### src/hw/rtl/stok_pkg.sv
// shared types, token kinds and keyword lookup for the source tokenizer
`default_nettype none
package stok_pkg;

    localparam logic [3:0] K_KEYWORD = 4'd0;
    localparam logic [3:0] K_IDENT   = 4'd1;
    localparam logic [3:0] K_INT     = 4'd2;
    localparam logic [3:0] K_FLOAT   = 4'd3;
    localparam logic [3:0] K_STRING  = 4'd4;
    localparam logic [3:0] K_OP      = 4'd5;
    localparam logic [3:0] K_DELIM   = 4'd6;
    localparam logic [3:0] K_END     = 4'd7;
    localparam logic [3:0] K_TOOBIG  = 4'd8;

    localparam logic [3:0] NOT_KW    = 4'd10;
    localparam logic [20:0] SAT21    = 21'h1FFFFF;
    localparam int NUM_KW            = 10;

    typedef struct packed {
        logic [3:0]  kind;
        logic [20:0] line;
        logic [19:0] start;
        logic [5:0]  len;
        logic [3:0]  kw;
        logic        last;
    } t_res;

    // first seven bytes of each keyword, first byte in the low bits
    function automatic logic [55:0] kw_word(input logic [3:0] k);
        logic [55:0] w;
        w = '0;
        unique case (k)
            4'd0:    w = 56'h746e69;
            4'd1:    w = 56'h74616f6c66;
            4'd2:    w = 56'h676e69727473;
            4'd3:    w = 56'h6669;
            4'd4:    w = 56'h65736c65;
            4'd5:    w = 56'h656c696877;
            4'd6:    w = 56'h726f66;
            4'd7:    w = 56'h6e7275746572;
            4'd8:    w = 56'h636e7566;
            4'd9:    w = 56'h746e697270;
            default: w = '1;
        endcase
        return w;
    endfunction

    function automatic logic [3:0] kw_lookup(input logic [55:0] pfx, input logic [5:0] len);
        logic [3:0] r;
        r = NOT_KW;
        if (len <= 6'd6) begin
            for (int k = NUM_KW - 1; k >= 0; k--) begin
                if (kw_word(4'(k)) == pfx) r = 4'(k);
            end
        end
        return r;
    endfunction

endpackage
`default_nettype wire

### src/hw/rtl/source_tokenizer.sv
// source tokenizer top level: input register, scanner, result queue
//
//  channel  | dir | tdata                         | tuser      | tlast
//  s_axis   | in  | source_byte[7:0]              | -          | end_of_source
//  m_axis   | out | line, start, length, keyword  | token_kind | last_of_run
//
// one byte is taken per cycle; each byte yields zero to three tokens
// the queue drains one token per cycle while m_axis_tready is high, so bytes yielding several tokens stall input
// reset (i_rst_n low, synchronous) returns to line 1, offset 0, empty queue
// a held byte waits in the input register until the queue has room for three words
`default_nettype none
module source_tokenizer import stok_pkg::*; #(
    parameter int MAX_TEXT   = 64,
    parameter int MAX_SOURCE = 1048576
) (
    input  wire         i_clk,
    input  wire         i_rst_n,
    input  wire         s_axis_tvalid,
    output logic        s_axis_tready,
    input  wire  [7:0]  s_axis_tdata,   // source_byte
    input  wire         s_axis_tlast,   // end_of_source
    output logic        m_axis_tvalid,
    input  wire         m_axis_tready,
    // line_number[20:0], start_offset[40:21], text_length[46:41], keyword_index[50:47]
    output logic [55:0] m_axis_tdata,
    output logic [3:0]  m_axis_tuser,   // token_kind
    output logic        m_axis_tlast    // last_of_run
);
    logic       r_in_vld;
    logic [7:0] r_byte;
    logic       r_eos;
    logic       room, go;
    logic [1:0] cnt;
    t_res       res [3];
    t_res       head;

    assign go            = r_in_vld && room;
    assign s_axis_tready = !r_in_vld || go;

    always_ff @(posedge i_clk) begin
        if (!i_rst_n) r_in_vld <= 1'b0;
        else if (s_axis_tready) r_in_vld <= s_axis_tvalid;
    end

    always_ff @(posedge i_clk) begin
        if (s_axis_tready && s_axis_tvalid) begin
            r_byte <= s_axis_tdata;
            r_eos  <= s_axis_tlast;
        end
    end

    stok_scan #(.MAX_TEXT(MAX_TEXT), .MAX_SOURCE(MAX_SOURCE)) u_scan (
        .i_clk(i_clk), .i_rst_n(i_rst_n), .i_go(go), .i_byte(r_byte), .i_eos(r_eos),
        .o_cnt(cnt), .o_res(res)
    );

    stok_fifo u_fifo (
        .i_clk(i_clk), .i_rst_n(i_rst_n), .i_push_cnt(cnt), .i_push(res), .o_room(room),
        .o_valid(m_axis_tvalid), .o_head(head), .i_pop(m_axis_tready)
    );

    assign m_axis_tdata = {5'd0, head.kw, head.len, head.start, head.line};
    assign m_axis_tuser = head.kind;
    assign m_axis_tlast = head.last;
endmodule
`default_nettype wire

### src/hw/rtl/stok_fifo.sv
// small result queue: up to three words in, one word out per cycle while i_pop is high
`default_nettype none
module stok_fifo import stok_pkg::*; (
    input  wire        i_clk,
    input  wire        i_rst_n,
    input  wire [1:0]  i_push_cnt,
    input  t_res       i_push [3],
    output logic       o_room,
    output logic       o_valid,
    output t_res       o_head,
    input  wire        i_pop
);
    t_res       r_mem [4];
    logic [1:0] r_wp, r_rp;
    logic [2:0] r_cnt;
    logic       pop;

    assign pop     = o_valid && i_pop;
    assign o_valid = r_cnt != 3'd0;
    assign o_head  = r_mem[r_rp];
    // three free slots needed, counting the word leaving this cycle
    assign o_room  = (r_cnt <= 3'd1) || (r_cnt == 3'd2 && pop);

    always_ff @(posedge i_clk) begin
        if (!i_rst_n) begin
            r_wp  <= '0;
            r_rp  <= '0;
            r_cnt <= '0;
        end else begin
            r_wp  <= r_wp + i_push_cnt;
            r_rp  <= r_rp + {1'b0, pop};
            r_cnt <= r_cnt + {1'b0, i_push_cnt} - {2'b0, pop};
        end
    end

    always_ff @(posedge i_clk) begin
        for (int i = 0; i < 3; i++) begin
            if (2'(i) < i_push_cnt) r_mem[r_wp + 2'(i)] <= i_push[i];
        end
    end
endmodule
`default_nettype wire

### src/hw/rtl/stok_scan.sv
// scanner state and per-byte token recognition
`default_nettype none
module stok_scan import stok_pkg::*; #(
    parameter int MAX_TEXT   = 64,
    parameter int MAX_SOURCE = 1048576
) (
    input  wire        i_clk,
    input  wire        i_rst_n,
    input  wire        i_go,
    input  wire [7:0]  i_byte,
    input  wire        i_eos,
    output logic [1:0] o_cnt,
    output t_res       o_res [3]
);
    localparam int PW  = $clog2(MAX_SOURCE) + 1;
    localparam int LIM = (MAX_TEXT - 1) < 63 ? (MAX_TEXT - 1) : 63;

    localparam logic [3:0] M_IDLE = 4'd0, M_IDENT = 4'd1, M_INT = 4'd2, M_INTDOT = 4'd3,
        M_FLOAT = 4'd4, M_STRING = 4'd5, M_COMMENT = 4'd6, M_SLASH = 4'd7, M_EQ = 4'd8,
        M_BANG = 4'd9, M_LT = 4'd10, M_GT = 4'd11, M_DROP = 4'd12;

    logic [3:0]    r_mode, n_mode;
    logic [20:0]   r_line, n_line;
    logic [PW-1:0] r_pos, n_pos;
    logic [19:0]   r_start, n_start;
    logic [5:0]    r_len, n_len;
    logic [55:0]   r_pfx, n_pfx;
    logic          r_ovf, n_ovf;

    logic [1:0]  cnt;
    t_res        res [3];
    logic        done, dig, alpha;
    logic [24:0] pos1;
    logic [19:0] pos20;

    function automatic t_res mk(input logic [3:0] kind, input logic [20:0] line,
                                input logic [19:0] start, input logic [5:0] len,
                                input logic [3:0] kw);
        t_res r;
        r.kind  = kind;
        r.line  = line;
        r.start = start;
        r.len   = (len > 6'(LIM)) ? 6'(LIM) : len;
        r.kw    = kw;
        r.last  = 1'b0;
        return r;
    endfunction

    assign dig   = i_byte >= "0" && i_byte <= "9";
    assign alpha = (i_byte >= "A" && i_byte <= "Z") || (i_byte >= "a" && i_byte <= "z")
                   || i_byte == "_";
    assign pos1  = 25'(r_pos) + 25'd1;
    assign pos20 = pos1[19:0] - 20'd1;

    always_comb begin
        n_mode = r_mode; n_line = r_line; n_pos = r_pos; n_start = r_start;
        n_len = r_len; n_pfx = r_pfx; n_ovf = r_ovf;
        cnt = 2'd0;
        done = 1'b0;
        for (int i = 0; i < 3; i++) res[i] = mk(K_END, 21'd0, 20'd0, 6'd0, NOT_KW);

        if (r_ovf || r_pos >= PW'(MAX_SOURCE)) begin
            if (!r_ovf) begin
                n_ovf = 1'b1;
                n_mode = M_DROP;
                res[0] = mk(K_TOOBIG, r_line, 20'd0, 6'd0, NOT_KW);
                cnt = 2'd1;
            end
            if (i_eos) begin
                if (cnt == 2'd0) begin
                    res[0] = mk(K_TOOBIG, r_line, 20'd0, 6'd0, NOT_KW);
                    cnt = 2'd1;
                end
                n_mode = M_IDLE; n_line = 21'd1; n_pos = '0; n_start = '0;
                n_len = '0; n_pfx = '0; n_ovf = 1'b0;
            end
        end else begin
            // pending token against the new byte
            unique case (r_mode)
                M_IDENT: begin
                    if (alpha || dig) begin
                        if (n_len < 6'd7) n_pfx[{n_len[2:0], 3'b000} +: 8] = i_byte;
                        if (n_len != 6'd63) n_len = n_len + 6'd1;
                        done = 1'b1;
                    end else begin
                        res[cnt] = mk(kw_lookup(r_pfx, r_len) == NOT_KW ? K_IDENT : K_KEYWORD,
                                      n_line, r_start, r_len, kw_lookup(r_pfx, r_len));
                        cnt = cnt + 2'd1;
                    end
                end
                M_INT: begin
                    if (dig) begin
                        if (n_len != 6'd63) n_len = n_len + 6'd1;
                        done = 1'b1;
                    end else if (i_byte == ".") begin
                        n_mode = M_INTDOT;
                        done = 1'b1;
                    end else begin
                        res[cnt] = mk(K_INT, n_line, r_start, r_len, NOT_KW);
                        cnt = cnt + 2'd1;
                    end
                end
                M_INTDOT: begin
                    if (dig) begin
                        n_len = (r_len >= 6'd61) ? 6'd63 : r_len + 6'd2;
                        n_mode = M_FLOAT;
                        done = 1'b1;
                    end else begin
                        res[cnt] = mk(K_INT, n_line, r_start, r_len, NOT_KW);
                        cnt = cnt + 2'd1;
                    end
                end
                M_FLOAT: begin
                    if (dig) begin
                        if (n_len != 6'd63) n_len = n_len + 6'd1;
                        done = 1'b1;
                    end else begin
                        res[cnt] = mk(K_FLOAT, n_line, r_start, r_len, NOT_KW);
                        cnt = cnt + 2'd1;
                    end
                end
                M_STRING: begin
                    if (i_byte == "\"") begin
                        res[cnt] = mk(K_STRING, n_line, r_start, r_len, NOT_KW);
                        cnt = cnt + 2'd1;
                        n_mode = M_IDLE;
                    end else begin
                        if (i_byte == 8'h0a && n_line != SAT21) n_line = n_line + 21'd1;
                        if (n_len != 6'd63) n_len = n_len + 6'd1;
                    end
                    done = 1'b1;
                end
                M_COMMENT: begin
                    if (i_byte != 8'h0a) done = 1'b1;
                end
                M_SLASH: begin
                    if (i_byte == "/") begin
                        n_mode = M_COMMENT;
                        done = 1'b1;
                    end else begin
                        res[cnt] = mk(K_OP, n_line, r_start, 6'd1, NOT_KW);
                        cnt = cnt + 2'd1;
                    end
                end
                M_EQ, M_LT, M_GT, M_BANG: begin
                    if (i_byte == "=") begin
                        res[cnt] = mk(K_OP, n_line, r_start, 6'd2, NOT_KW);
                        cnt = cnt + 2'd1;
                        n_mode = M_IDLE;
                        done = 1'b1;
                    end else if (r_mode != M_BANG) begin
                        res[cnt] = mk(K_OP, n_line, r_start, 6'd1, NOT_KW);
                        cnt = cnt + 2'd1;
                    end
                end
                default: ;
            endcase

            // byte starts something new
            if (!done) begin
                n_mode = M_IDLE;
                if (i_byte == 8'h0a) begin
                    if (n_line != SAT21) n_line = n_line + 21'd1;
                end else if (i_byte == " " || i_byte == 8'h09 || i_byte == 8'h0d) begin
                end else if (i_byte == "\"") begin
                    n_mode = M_STRING; n_start = pos1[19:0]; n_len = '0; n_pfx = '0;
                end else if (dig) begin
                    n_mode = M_INT; n_start = pos20; n_len = 6'd1; n_pfx = '0;
                end else if (alpha) begin
                    n_mode = M_IDENT; n_start = pos20; n_len = 6'd1;
                    n_pfx = {48'd0, i_byte};
                end else begin
                    priority case (i_byte)
                        "/": begin n_mode = M_SLASH; n_start = pos20; n_len = '0; n_pfx = '0; end
                        "=": begin n_mode = M_EQ;    n_start = pos20; n_len = '0; n_pfx = '0; end
                        "!": begin n_mode = M_BANG;  n_start = pos20; n_len = '0; n_pfx = '0; end
                        "<": begin n_mode = M_LT;    n_start = pos20; n_len = '0; n_pfx = '0; end
                        ">": begin n_mode = M_GT;    n_start = pos20; n_len = '0; n_pfx = '0; end
                        "+", "-", "*": begin
                            res[cnt] = mk(K_OP, n_line, pos20, 6'd1, NOT_KW);
                            cnt = cnt + 2'd1;
                        end
                        "(", ")", "{", "}", ";", ",": begin
                            res[cnt] = mk(K_DELIM, n_line, pos20, 6'd1, NOT_KW);
                            cnt = cnt + 2'd1;
                        end
                        default: ;
                    endcase
                end
            end
            n_pos = pos1[PW-1:0];

            if (i_eos) begin
                unique case (n_mode)
                    M_IDENT: begin
                        res[cnt] = mk(kw_lookup(n_pfx, n_len) == NOT_KW ? K_IDENT : K_KEYWORD,
                                      n_line, n_start, n_len, kw_lookup(n_pfx, n_len));
                        cnt = cnt + 2'd1;
                    end
                    M_INT, M_INTDOT: begin
                        res[cnt] = mk(K_INT, n_line, n_start, n_len, NOT_KW);
                        cnt = cnt + 2'd1;
                    end
                    M_FLOAT: begin
                        res[cnt] = mk(K_FLOAT, n_line, n_start, n_len, NOT_KW);
                        cnt = cnt + 2'd1;
                    end
                    M_STRING: begin
                        res[cnt] = mk(K_STRING, n_line, n_start, n_len, NOT_KW);
                        cnt = cnt + 2'd1;
                    end
                    M_SLASH, M_EQ, M_LT, M_GT: begin
                        res[cnt] = mk(K_OP, n_line, n_start, 6'd1, NOT_KW);
                        cnt = cnt + 2'd1;
                    end
                    default: ;
                endcase
                // at most two results precede the end word
                res[cnt] = mk(K_END, n_line, pos1[19:0], 6'd0, NOT_KW);
                cnt = cnt + 2'd1;
                n_mode = M_IDLE; n_line = 21'd1; n_pos = '0; n_start = '0;
                n_len = '0; n_pfx = '0; n_ovf = 1'b0;
            end
        end
        if (cnt != 2'd0) res[cnt - 2'd1].last = 1'b1;
    end

    assign o_cnt = i_go ? cnt : 2'd0;
    assign o_res = res;

    always_ff @(posedge i_clk) begin
        if (!i_rst_n) begin
            r_mode <= M_IDLE; r_line <= 21'd1; r_pos <= '0; r_start <= '0;
            r_len <= '0; r_pfx <= '0; r_ovf <= 1'b0;
        end else if (i_go) begin
            r_mode <= n_mode; r_line <= n_line; r_pos <= n_pos; r_start <= n_start;
            r_len <= n_len; r_pfx <= n_pfx; r_ovf <= n_ovf;
        end
    end
endmodule
`default_nettype wire
### config.mk
export PLATFORM = sky130hd
export DESIGN_NAME = source_tokenizer
export DESIGN_NICKNAME = d
export VERILOG_FILES = /design/src/hw/rtl/stok_pkg.sv /design/src/hw/rtl/source_tokenizer.sv /design/src/hw/rtl/stok_fifo.sv /design/src/hw/rtl/stok_scan.sv
export SDC_FILE = /design/constraint.sdc
export NUM_CORES = 1
export LEC_CHECK = 0
export ABC_AREA = 1
export ABC_CLOCK_PERIOD_IN_PS = 9100
export BUFFER_PORTS_ARGS = -buffer_cell sky130_fd_sc_hd__buf_4
export CAP_MARGIN = 10
export CORE_ASPECT_RATIO = 0.7
export CORE_MARGIN = 5
export CORE_UTILIZATION = 25
export CTS_BUF_LIST = sky130_fd_sc_hd__clkbuf_4
export CTS_CLUSTER_SIZE = 40
export DETAILED_ROUTE_END_ITERATION = 12
export GPL_ROUTABILITY_DRIVEN = 0
export PLACE_DENSITY_LB_ADDON = 0.05
export SYNTH_ARGS = -nofsm -noshare
export SYNTH_HDL_FRONTEND = slang
export SYNTH_SLANG_ARGS = --single-unit
### constraint.sdc
create_clock -name i_clk -period 9.1 [get_ports i_clk]
set_clock_uncertainty 0.15 [all_clocks]
set_input_delay 1.365 -clock i_clk [delete_from_list [all_inputs] [get_ports i_clk]]
set_output_delay 1.365 -clock i_clk [all_outputs]
set_load 0.01 [all_outputs]
* Word level (Yosys, flattened, before mapping) *
Memories as Yosys holds them, arrays and structs flattened. A register that Yosys moved wholly into a read port is not among the register bits.
Index checks and enable logic that the tools add are counted.

cells by class
  $add $sub $neg = 17
  multipliers = 0
  divide/modulo/power cells = 0
  magnitude comparators = 25
  eq/ne operators = 71
  shift-type cells = 2
  mux-type cells = 282
  bitwise logic cells = 4
  reduce and logical (&&, ||, !) cells = 38

operators with widths
  cell                                                                    number
  56-bit 2-to-1 mux                                                       105
  168-bit 2-to-1 mux                                                      11
  168-bit bitwise mux                                                     9
  56-bit equality test                                                    20
  168-bit case mux with 5 select lines                                    1
  56-bit demux with 2-bit select                                          4
  56-bit case mux with 7 select lines                                     1
  168-bit case mux with 2 select lines                                    1
  21-bit 2-to-1 mux                                                       14
  20-bit 2-to-1 mux                                                       11
  55-bit 2-to-1 mux                                                       3
  4-bit 2-to-1 mux                                                        41
  54-bit 2-to-1 mux                                                       3
  8-bit by 6-bit equality test with 1-bit output, second input constant   15
  6-bit 2-to-1 mux                                                        19
  112-bit 2-to-1 mux                                                      1
  21-bit by 1-bit adder with 21-bit output, second input constant         3
  56-bit bitwise mux                                                      1
  8-bit by 8-bit variable shift with 56-bit output, first input constant  1
  8-bit by 8-bit variable part select with 56-bit output                  1
  2-bit 2-to-1 mux                                                        25
  21-bit != test, second input constant                                   2
  4-bit case mux with 5 select lines                                      2
  4-bit equality test, second input constant                              9
  other kinds (54)                                                        136

storage, ports and cells
  flip-flop bits (word level) = 146
  bits in latches = 0
  memory bits (writable) = 224
  ROM bits = 0
  output and inout port bits = 63
  word-level logic and storage cells = 453
  memories kept = 1

memories
  memory        words  width  read ports  clocked after memory_dff  write ports  line             source
  u_fifo.r_mem  4      56     1           1                         3            stok_fifo.sv:13  t_res r_mem [4];

* Depth between registers and ports, before layout *
Gate-level depths: netlist of run 1.

  depth after elaboration = 46
  depth in mapped cells = 38
  gate-level depth less buffers = 35

* By module *
Synthesis of run 1 repeated with hierarchy kept, for this count alone.

second synthesis, totals
  cell total of the unflattened synthesis = 4946
  area, all modules = 31074.8 sq um

by module, submodules not included
  module            times used  cells each  area each (sq um)
  stok_scan         1           2841        15811.4
  stok_fifo         1           2081        14893.0
  source_tokenizer  1           24          370.4

* Least setup slack after synthesis of run 1 *
No wires, ideal clock.

  path kind = flip-flop to flip-flop
  start = register r_byte[6]
  end = memory u_fifo.r_mem[0][0] (netlist name) (enable)
  arrival time = 8235 ps
  data required time = 8403 ps
  slack = 168 ps
  stages on the path, launching flop included = 31
  path through = edfxtp_1 -> inv_2 -> nand2_2 -> nor2_2 -> nand2_2 -> nand2_2 -> inv_2 -> nand2_1 -> nand2_1 -> nor2_1 -> inv_1 -> nor2_1 -> inv_1 -> nor2_4 -> inv_1 -> clkbuf_1 -> ha_1 -> o21ai_2 -> inv_1 -> ha_1 -> or2_2 -> o21ai_0 -> inv_1 -> ha_1 -> o22ai_1 -> inv_1 -> nor2_1 -> inv_2 -> nand2_1 -> inv_1 -> o21ai_0

RTL lines
  element                 line                    source
  from (decl)             source_tokenizer.sv:30  logic [7:0] r_byte;
  from (signal assigned)  source_tokenizer.sv:47  r_byte <= s_axis_tdata;
  to (decl)               stok_fifo.sv:13

==> out/summary.txt, run 1 <==
LAYOUT
-------------------------------------------------------------------------------------------------
Combined flip-flop and latch cell area .............................................    9740 um^2
Final net count ....................................................................         4475
Syn-to-layout area delta ...........................................................        12.7%
# fillers ..........................................................................        12800
Final instance count without filler cells ..........................................         6060
Finished Cell Area .................................................................   32300 um^2
Final design utilization ...........................................................        28.5%
Fraction of layout instances using a drive strength above 1 ........................        10.0%
Multi-input gate area in the final layout ..........................................   16300 um^2

PLACE
-------------------------------------------------------------------------------------------------
Count of buffers from port buffering ...............................................           70
Instance area at placement .........................................................   30800 um^2
HPWL after detailed placement ......................................................    122000 um
Dpl ws .............................................................................      1140 ps
Placed cell count ..................................................................         5846

SYNTHESIS
-------------------------------------------------------------------------------------------------
Number of distinct library cell variants in the gate-level netlist after synthesis .           67
Top cells by area in the synthesized netlist ....................................... edfxtp_1 (24%), nand2_1 (17%), dfxtp_1 (9.6%)
Top-count cell post-synth ..........................................................      nand2_1
Number of enable flip-flop cells after synthesis ...................................          233
Netlist Area Pre-Place .............................................................   28600 um^2
Post-synthesis instance total ......................................................         4397
Seq/Total Area, Yosys ..............................................................        34.0%
Flip-flop and latch count after synthesis ..........................................          370
Dominant register cell in the synthesized netlist ..................................     edfxtp_1
Commonest cells in the synthesized netlist ......................................... nand2_1 (1281), nor2_1 (486), inv_1 (408)
Synth async-reset ratio ............................................................           0%
Ys Warns ...........................................................................            0
Fraction of synthesized cell area taken by the top area cell type ..................        24.4%
Per-instance average area after synthesis ..........................................    6.51 um^2
Dominant cell type by area after synthesis .........................................     edfxtp_1

GLOBAL ROUTE
-------------------------------------------------------------------------------------------------
Global route total overflow ........................................................            0
Largest net degree at the start of global routing ..................................           83
Global router's overall resource usage .............................................        26.1%
First-pass GRT wire length .........................................................    231000 um
Number of global-route vias before repair ..........................................        29400
Number of antenna violations at the first check in global routing ..................            5

SETUP PATH
-------------------------------------------------------------------------------------------------
Top cell by count, worst path ......................................................        inv_1
Worst EP arrival ...................................................................      8960 ps
R2R Setup Slk ......................................................................       840 ps
Worst path max stage delay .........................................................       660 ps
Library cell contributing the largest single delay on the critical path ............      nand4_1
Worst setup SP type ................................................................     register
Required time at the worst-slack endpoint ..........................................      9810 ps
Start-to-end type of the worst setup path ..........................................   reg -> reg
Worst reg-to-reg path cell count ...................................................           28
Capture instance of the worst register-to-register path ............................ u_fifo.r_mem[3][10]
Kind of end point of the critical path .............................................     register
Max Fanout on Critical Path ........................................................           26
Reg-to-reg critical path startpoint ................................................    r_byte[4]

CLOCK NETWORK
-------------------------------------------------------------------------------------------------
Post-CTS resize count ..............................................................            0
Number of buffers created by CTS ...................................................          109
# clock sinks ......................................................................          370
Clock tree from TritonCTS ..........................................................        built
Post-CTS Setup Inserts .............................................................            0
Hold buffer count at CTS ...........................................................            0
Level count of the clock H-tree ....................................................            3
Clock Path Buffers .................................................................            3
Cell at the root of the clock tree .................................................     clkbuf_4
Clock-pin slew on the worst setup and hold paths ...................................        70 ps
Latest clock arrival within the worst-skew pair ....................................      1040 ps

PWR
-------------------------------------------------------------------------------------------------
Net switching share of the total power .............................................        44.5%
Leakage power summed over all cells ................................................      12.9 nW
Total power density per cell area ..................................................  199 nW/um^2
Proportion of power drawn by flip-flops and latches ................................        32.1%
Internal cell power ................................................................      3.57 mW
Switching power ....................................................................      2.86 mW
Clock share of power ...............................................................        27.6%
Total power after layout ...........................................................      6.42 mW
Combinational share of power .......................................................        40.3%
Peak supply drop ...................................................................       179 uV

WORST HOLD PATH
-------------------------------------------------------------------------------------------------
Capture endpoint of the worst hold path ............................................ u_scan.r_pos[20]
WHS Path Cells .....................................................................            2
Launch point of the worst hold path ................................................ u_scan.r_pos[20]
Min-Delay Path Class ...............................................................   reg -> reg

ROUTING
-------------------------------------------------------------------------------------------------
Detail Route Antenna Nets ..........................................................            0
Highest routed metal layer .........................................................         met5
Routed length on met2 ..............................................................     57200 um
DRT iter0 DRCs .....................................................................         4184
DRC errors left ....................................................................            0
Wirelength per Cell ................................................................      27.2 um
Sum of met3 wire segment lengths after detailed routing ............................     21000 um
Routed length on met1 ..............................................................     84300 um
Via count of the routed design .....................................................        32800
Routed vias/inst ...................................................................         5.41
1st-pass router iterations .........................................................            8
Aggregate routed wire length .......................................................    165000 um

TIMING
-------------------------------------------------------------------------------------------------
Max frequency ......................................................................    0.121 GHz
Tightest Pin Transition ............................................................      1430 ps
Post-route worst hold slack ........................................................       332 ps
Min Tclk post-route ................................................................      8260 ps
Setup repair after global routing missed its margin ................................        false
Number of hold violations in the final report ......................................            0
Worst-case setup margin in the final layout ........................................       844 ps
Max Transition Viols Final .........................................................            0
Worst relative slew slack ..........................................................        4.89%
Fin crit share .....................................................................        90.7%
Final-layout setup total negative slack ............................................         0 ps
Final Setup Violations .............................................................            0

DIE
-------------------------------------------------------------------------------------------------
Die Y-Extent .......................................................................       293 um
Die Area ...........................................................................  122000 um^2
Initial core utilization ...........................................................        25.3%
Top-Level Pins .....................................................................           76
Core outline area ..................................................................  113000 um^2
Site Rows ..........................................................................          103
Horizontal die dimension ...........................................................       415 um

OUTCOME
-------------------------------------------------------------------------------------------------
Outcome ............................................................................    completed

JOB
-------------------------------------------------------------------------------------------------
Max_cap viols ......................................................................            0

==> how the worst max path moves through the flow <==
stage                         start             endpoint  slack (ps)  cells past startpoint
final                     r_byte[4]  u_fifo.r_mem[3][10]         840                     28
after global routing      r_byte[4]  u_fifo.r_mem[2][10]         440                     28
after CTS                 r_byte[4]  u_fifo.r_mem[2][10]        1130                     28
after detailed placement  r_byte[4]  u_fifo.r_mem[2][10]        1140                     28
after global placement    r_byte[4]  u_fifo.r_mem[3][10]        1150                     28
after floorplan           r_byte[6]   u_fifo.r_mem[0][0]         170                     30
==> layout make-up <==
class                           count  share of cell area (%)
Tap cell                         1522                    5.90
Timing Repair Buffer              148                    3.60
Clock inverter                     36                   0.663
Antenna cell                        8                  0.0620
Multi-Input combinational cell   3356                    50.4
Clock buffer                      168                    3.91
Sequential cell                   370                    30.2
Inverter                          452                    5.28
==> worst max-delay path, delay by kind of cell, from the launching register on <==
family	cells	cell delay [ps]
adder cells (fa/ha/maj)	3	1030
buffers and inverters	8	1500
AND/OR/NAND/NOR	13	3390
flip-flops	1	650
AO/OA/AOI/OAI	4	1300
==> registers in the layout (all words and copies together), names as in the netlist <==
name            cells
r_byte              8
r_eos               1
r_in_vld            1
u_fifo.r_cnt        3
u_fifo.r_mem      224
u_fifo.r_rp         2
u_fifo.r_wp         2
u_scan.r_len        6
u_scan.r_line      21
u_scan.r_mode       4
u_scan.r_ovf        1
u_scan.r_pfx       56
u_scan.r_pos       21
u_scan.r_start     20
==> layer usage <==
metal  up-vias  GRT usage [%]
met5         -              0
met4         2           4.47
met3       156           10.5
met2      1675           31.2
met1     15900           42.1
li1      15000              -
==> kinds of logic (layout without fill, tap and decap cells) <==
group / after synthesis / count (layout) / share of synthesized area (%)
simple gates: 2404 / 2404 / 35.5
compound gates: 856 / 856 / 17.7
buf+inv: 675 / 804 / 9.52
flops: 370 / 370 / 34.0
xor+xnor: 66 / 66 / 2.04
fa+ha+maj: 25 / 25 / 1.12
other cells: 1 / 13 / 0.0131
==> power groups by stage <==
| stage | sequential, mW | clock, mW | combinational [mW] |
|---|---|---|---|
| 2_1_floorplan | 2.07 | 0 | 1.40 |
| 3_3_place_gp | 2.10 | 0 | 2.58 |
| 3_5_place_dp | 2.10 | 0 | 2.55 |
| 4_1_cts | 2.06 | 1.84 | 2.56 |
| 5_1_grt | 2.07 | 1.93 | 2.78 |
| 6_report | 2.06 | 1.77 | 2.59 |
==> placed cells by master, fill, tap and decap left out, types with 29 or more instances in the layout <==
cell type / count
nand2_1: 1280
inv_2: 32
nor2_1: 479
clkbuf_4: 170
inv_1: 404
edfxtp_1: 233
nor3_1: 66
o21ai_1: 29
dfxtp_1: 135
xor2_1: 58
nand4_1: 77
buf_4: 142
o211ai_1: 53
o21ai_0: 342
a21oi_1: 127
o22ai_1: 174
nand3_1: 406
clkinv_1: 38
Note: power is estimated with default switching activity, not from simulation.
==> run 2, diff against run 1 <==
Settings changed: ABC_CLOCK_PERIOD_IN_PS 9100 to 10400.
Clock period 9.1 ns to 10.4 ns, I/O delays scaled along.
==> run 2 against run 1 <==
Against the previous run:
- via count is 0.32% lower
- register-to-register slack improved by 790 ps
- setup slack gained 790 ps
- clock-buffer cell count shrank 1
- critical path depth up 4
- hold slack improved by 2.1 ps
- maximum frequency shrank 5.8%
- first-iteration DRC count grew 2.4%
- highest routed layer unchanged
==> out/summary.txt, run 2 (synthesized netlist as in run 1, its figures left out) <==
TIMING
--------------------------------------------------------------------------------------
Setup repair after global routing missed its margin .....................        false
Final Setup Violations ..................................................            0   unchanged
Worst-case setup margin in the final layout .............................      1640 ps   +793 ps
Min Tclk post-route .....................................................      8760 ps   +507 ps
Max frequency ...........................................................    0.114 GHz   -5.8%
Fin crit share ..........................................................        84.3%   -6.5 points
Number of hold violations in the final report ...........................            0   unchanged
Worst relative slew slack ...............................................        7.78%   +2.9 points
Max Transition Viols Final ..............................................            0   unchanged
Tightest Pin Transition .................................................      1380 ps   -43.3 ps
Final-layout setup total negative slack .................................         0 ps   unchanged
Post-route worst hold slack .............................................       334 ps   +2.06 ps

PWR
--------------------------------------------------------------------------------------
Internal cell power .....................................................      3.11 mW   -13%
Clock share of power ....................................................        27.4%   -0.2 points
Peak supply drop ........................................................      84.8 uV   -53%
Total power after layout ................................................      5.63 mW   -12%
Combinational share of power ............................................        40.6%   +0.3 points
Leakage power summed over all cells .....................................      12.8 nW   -0.17%
Net switching share of the total power ..................................        44.7%   +0.27 points
Total power density per cell area .......................................  175 nW/um^2   -12%
Proportion of power drawn by flip-flops and latches .....................        32.0%   about the same
Switching power .........................................................      2.52 mW   -12%

CLOCK NETWORK
--------------------------------------------------------------------------------------
Post-CTS Setup Inserts ..................................................            0   unchanged
Post-CTS resize count ...................................................            0   unchanged
Clock-pin slew on the worst setup and hold paths ........................        70 ps   about the same
Hold buffer count at CTS ................................................            0   unchanged
Cell at the root of the clock tree ......................................     clkbuf_4
# clock sinks ...........................................................          370   unchanged
Clock tree from TritonCTS ...............................................        built
Latest clock arrival within the worst-skew pair .........................      1060 ps   +20 ps
Level count of the clock H-tree .........................................            3   unchanged
Clock Path Buffers ......................................................            3   unchanged
Number of buffers created by CTS ........................................          112   +2.8%

SETUP PATH
--------------------------------------------------------------------------------------
Max Fanout on Critical Path .............................................           52   +100%
Worst reg-to-reg path cell count ........................................           32   +14%
Worst path max stage delay ..............................................       710 ps   +50 ps
Library cell contributing the largest single delay on the critical path .        buf_4
Worst setup SP type .....................................................     register
Worst EP arrival ........................................................      9300 ps   +340 ps
Kind of end point of the critical path ..................................     register
Start-to-end type of the worst setup path ...............................   reg -> reg
Top cell by count, worst path ...........................................        inv_1
Required time at the worst-slack endpoint ...............................     10940 ps   +1130 ps

OUTCOME
--------------------------------------------------------------------------------------
Outcome .................................................................    completed

LAYOUT
--------------------------------------------------------------------------------------
Most frequent standard cell in the layout excluding fill and tap cells ..      nand2_1
Fraction of layout instances using a drive strength above 1 .............        10.0%   +0.015 points
Highest-count cells in the layout ignoring fill and taps ................ nand2_1 (1280), nor2_1 (479), nand3_1 (406), inv_1 (404), o21ai_0 (342)
Final net count .........................................................         4482   +0.16%
# fillers ...............................................................        12700   -0.63%
Final instance count without filler cells ...............................         6063   +0.050%
Syn-to-layout area delta ................................................        12.6%
Register with the most flip-flops ....................................... u_fifo.r_mem
Max reg flops ...........................................................          224   unchanged
Largest registers in the final layout ................................... u_fifo.r_mem x224, u_scan.r_pfx x56

DIE
--------------------------------------------------------------------------------------
Die Y-Extent ............................................................       293 um   unchanged
Top-Level Pins ..........................................................           76   unchanged
Initial core utilization ................................................        25.3%   unchanged
Horizontal die dimension ................................................       415 um   unchanged
Core outline area .......................................................  113000 um^2   unchanged
Die Area ................................................................  122000 um^2   unchanged
Site Rows ...............................................................          103   unchanged

ROUTING
--------------------------------------------------------------------------------------
1st-pass router iterations ..............................................            7   -1
Via count of the routed design ..........................................        32700   -0.32%
DRT iter0 DRCs ..........................................................         4286   +2.4%
Aggregate routed wire length ............................................    165000 um   about the same
DRC errors left .........................................................            0   unchanged
Routed vias/inst ........................................................         5.39   -0.37%
Detail Route Antenna Nets ...............................................            0   unchanged
Wirelength per Cell .....................................................      27.2 um   about the same

PLACE
--------------------------------------------------------------------------------------
Dpl ws ..................................................................      1820 ps   +682 ps
HPWL after detailed placement ...........................................    122000 um   -0.20%
Count of buffers from port buffering ....................................           70   unchanged
Placed cell count .......................................................         5851   +0.086%

GLOBAL ROUTE
--------------------------------------------------------------------------------------
Number of antenna violations at the first check in global routing .......            6   +1
Global router's overall resource usage ..................................        26.2%   +0.086 points
Number of global-route vias before repair ...............................        29600   +0.77%
Global route total overflow .............................................            0   unchanged
Largest net degree at the start of global routing .......................           78   -6.0%
First-pass GRT wire length ..............................................    232000 um   about the same

JOB
--------------------------------------------------------------------------------------
Max_cap viols ...........................................................            0   unchanged

WORST HOLD PATH
--------------------------------------------------------------------------------------
Min-Delay Path Class ....................................................   reg -> reg
WHS Path Cells ..........................................................            2   unchanged

run 2: layer usage:
| metal | track usage [%] | part of all wire, % |
|---|---|---|
| met4 | 4.40 | 1.4 |
| met3 | 12.7 | 14 |
| met1 | 41.6 | 51 |
| met2 | 30.3 | 34 |
| met5 | 1.12 | 0.13 |
run 2: power groups by stage:
stage,Clock (mW),Sequential (mW),Combinational [mW]
3_3_place_gp,0,1.84,2.27
3_5_place_dp,0,1.84,2.26
4_1_cts,1.60,1.81,2.26
6_report,1.54,1.80,2.29
2_1_floorplan,0,1.81,1.23
5_1_grt,1.67,1.81,2.46
run 2: final timing paths:
| check | start | endpoint | slack (ps) |
|---|---|---|---|
| worst max-delay path | r_byte[4] | u_fifo.r_mem[0][37] | 1640 |
| worst min register to register | u_scan.r_pos[20] | u_scan.r_pos[20] | 330 |
| worst min-delay path | u_scan.r_pos[20] | u_scan.r_pos[20] | 330 |
| worst max register to register | r_byte[4] | u_fifo.r_mem[0][37] | 1640 |
run 2: critical path: cells and delay by family (launching register included):
kind,cells,cell delay (ps)
AO/OA/AOI/OAI,4,740
flip-flops,1,600
buffers and inverters,12,2700
AND/OR/NAND/NOR,13,3230
adder cells (fa/ha/maj),3,890
run 2: cell type report:
type / count / area, um^2 / area share, %
Tap cell: 1522 / 1900 / 5.91
Clock inverter: 36 / 191 / 0.594
Antenna cell: 8 / 20.0 / 0.0621
Timing Repair Buffer: 152 / 1140 / 3.54
Clock buffer: 167 / 1250 / 3.89
Inverter: 452 / 1700 / 5.29
Multi-Input combinational cell: 3356 / 16300 / 50.5
Sequential cell: 370 / 9740 / 30.2
run 2: stage by stage:
step / util (%) / cell area [um^2]
CTS: 28.4 / 32200
floorplan: - / 28700
finish: 28.5 / 32200
global placement: 27.1 / 30800
detailed placement: 27.2 / 30800
global route: 28.5 / 32200
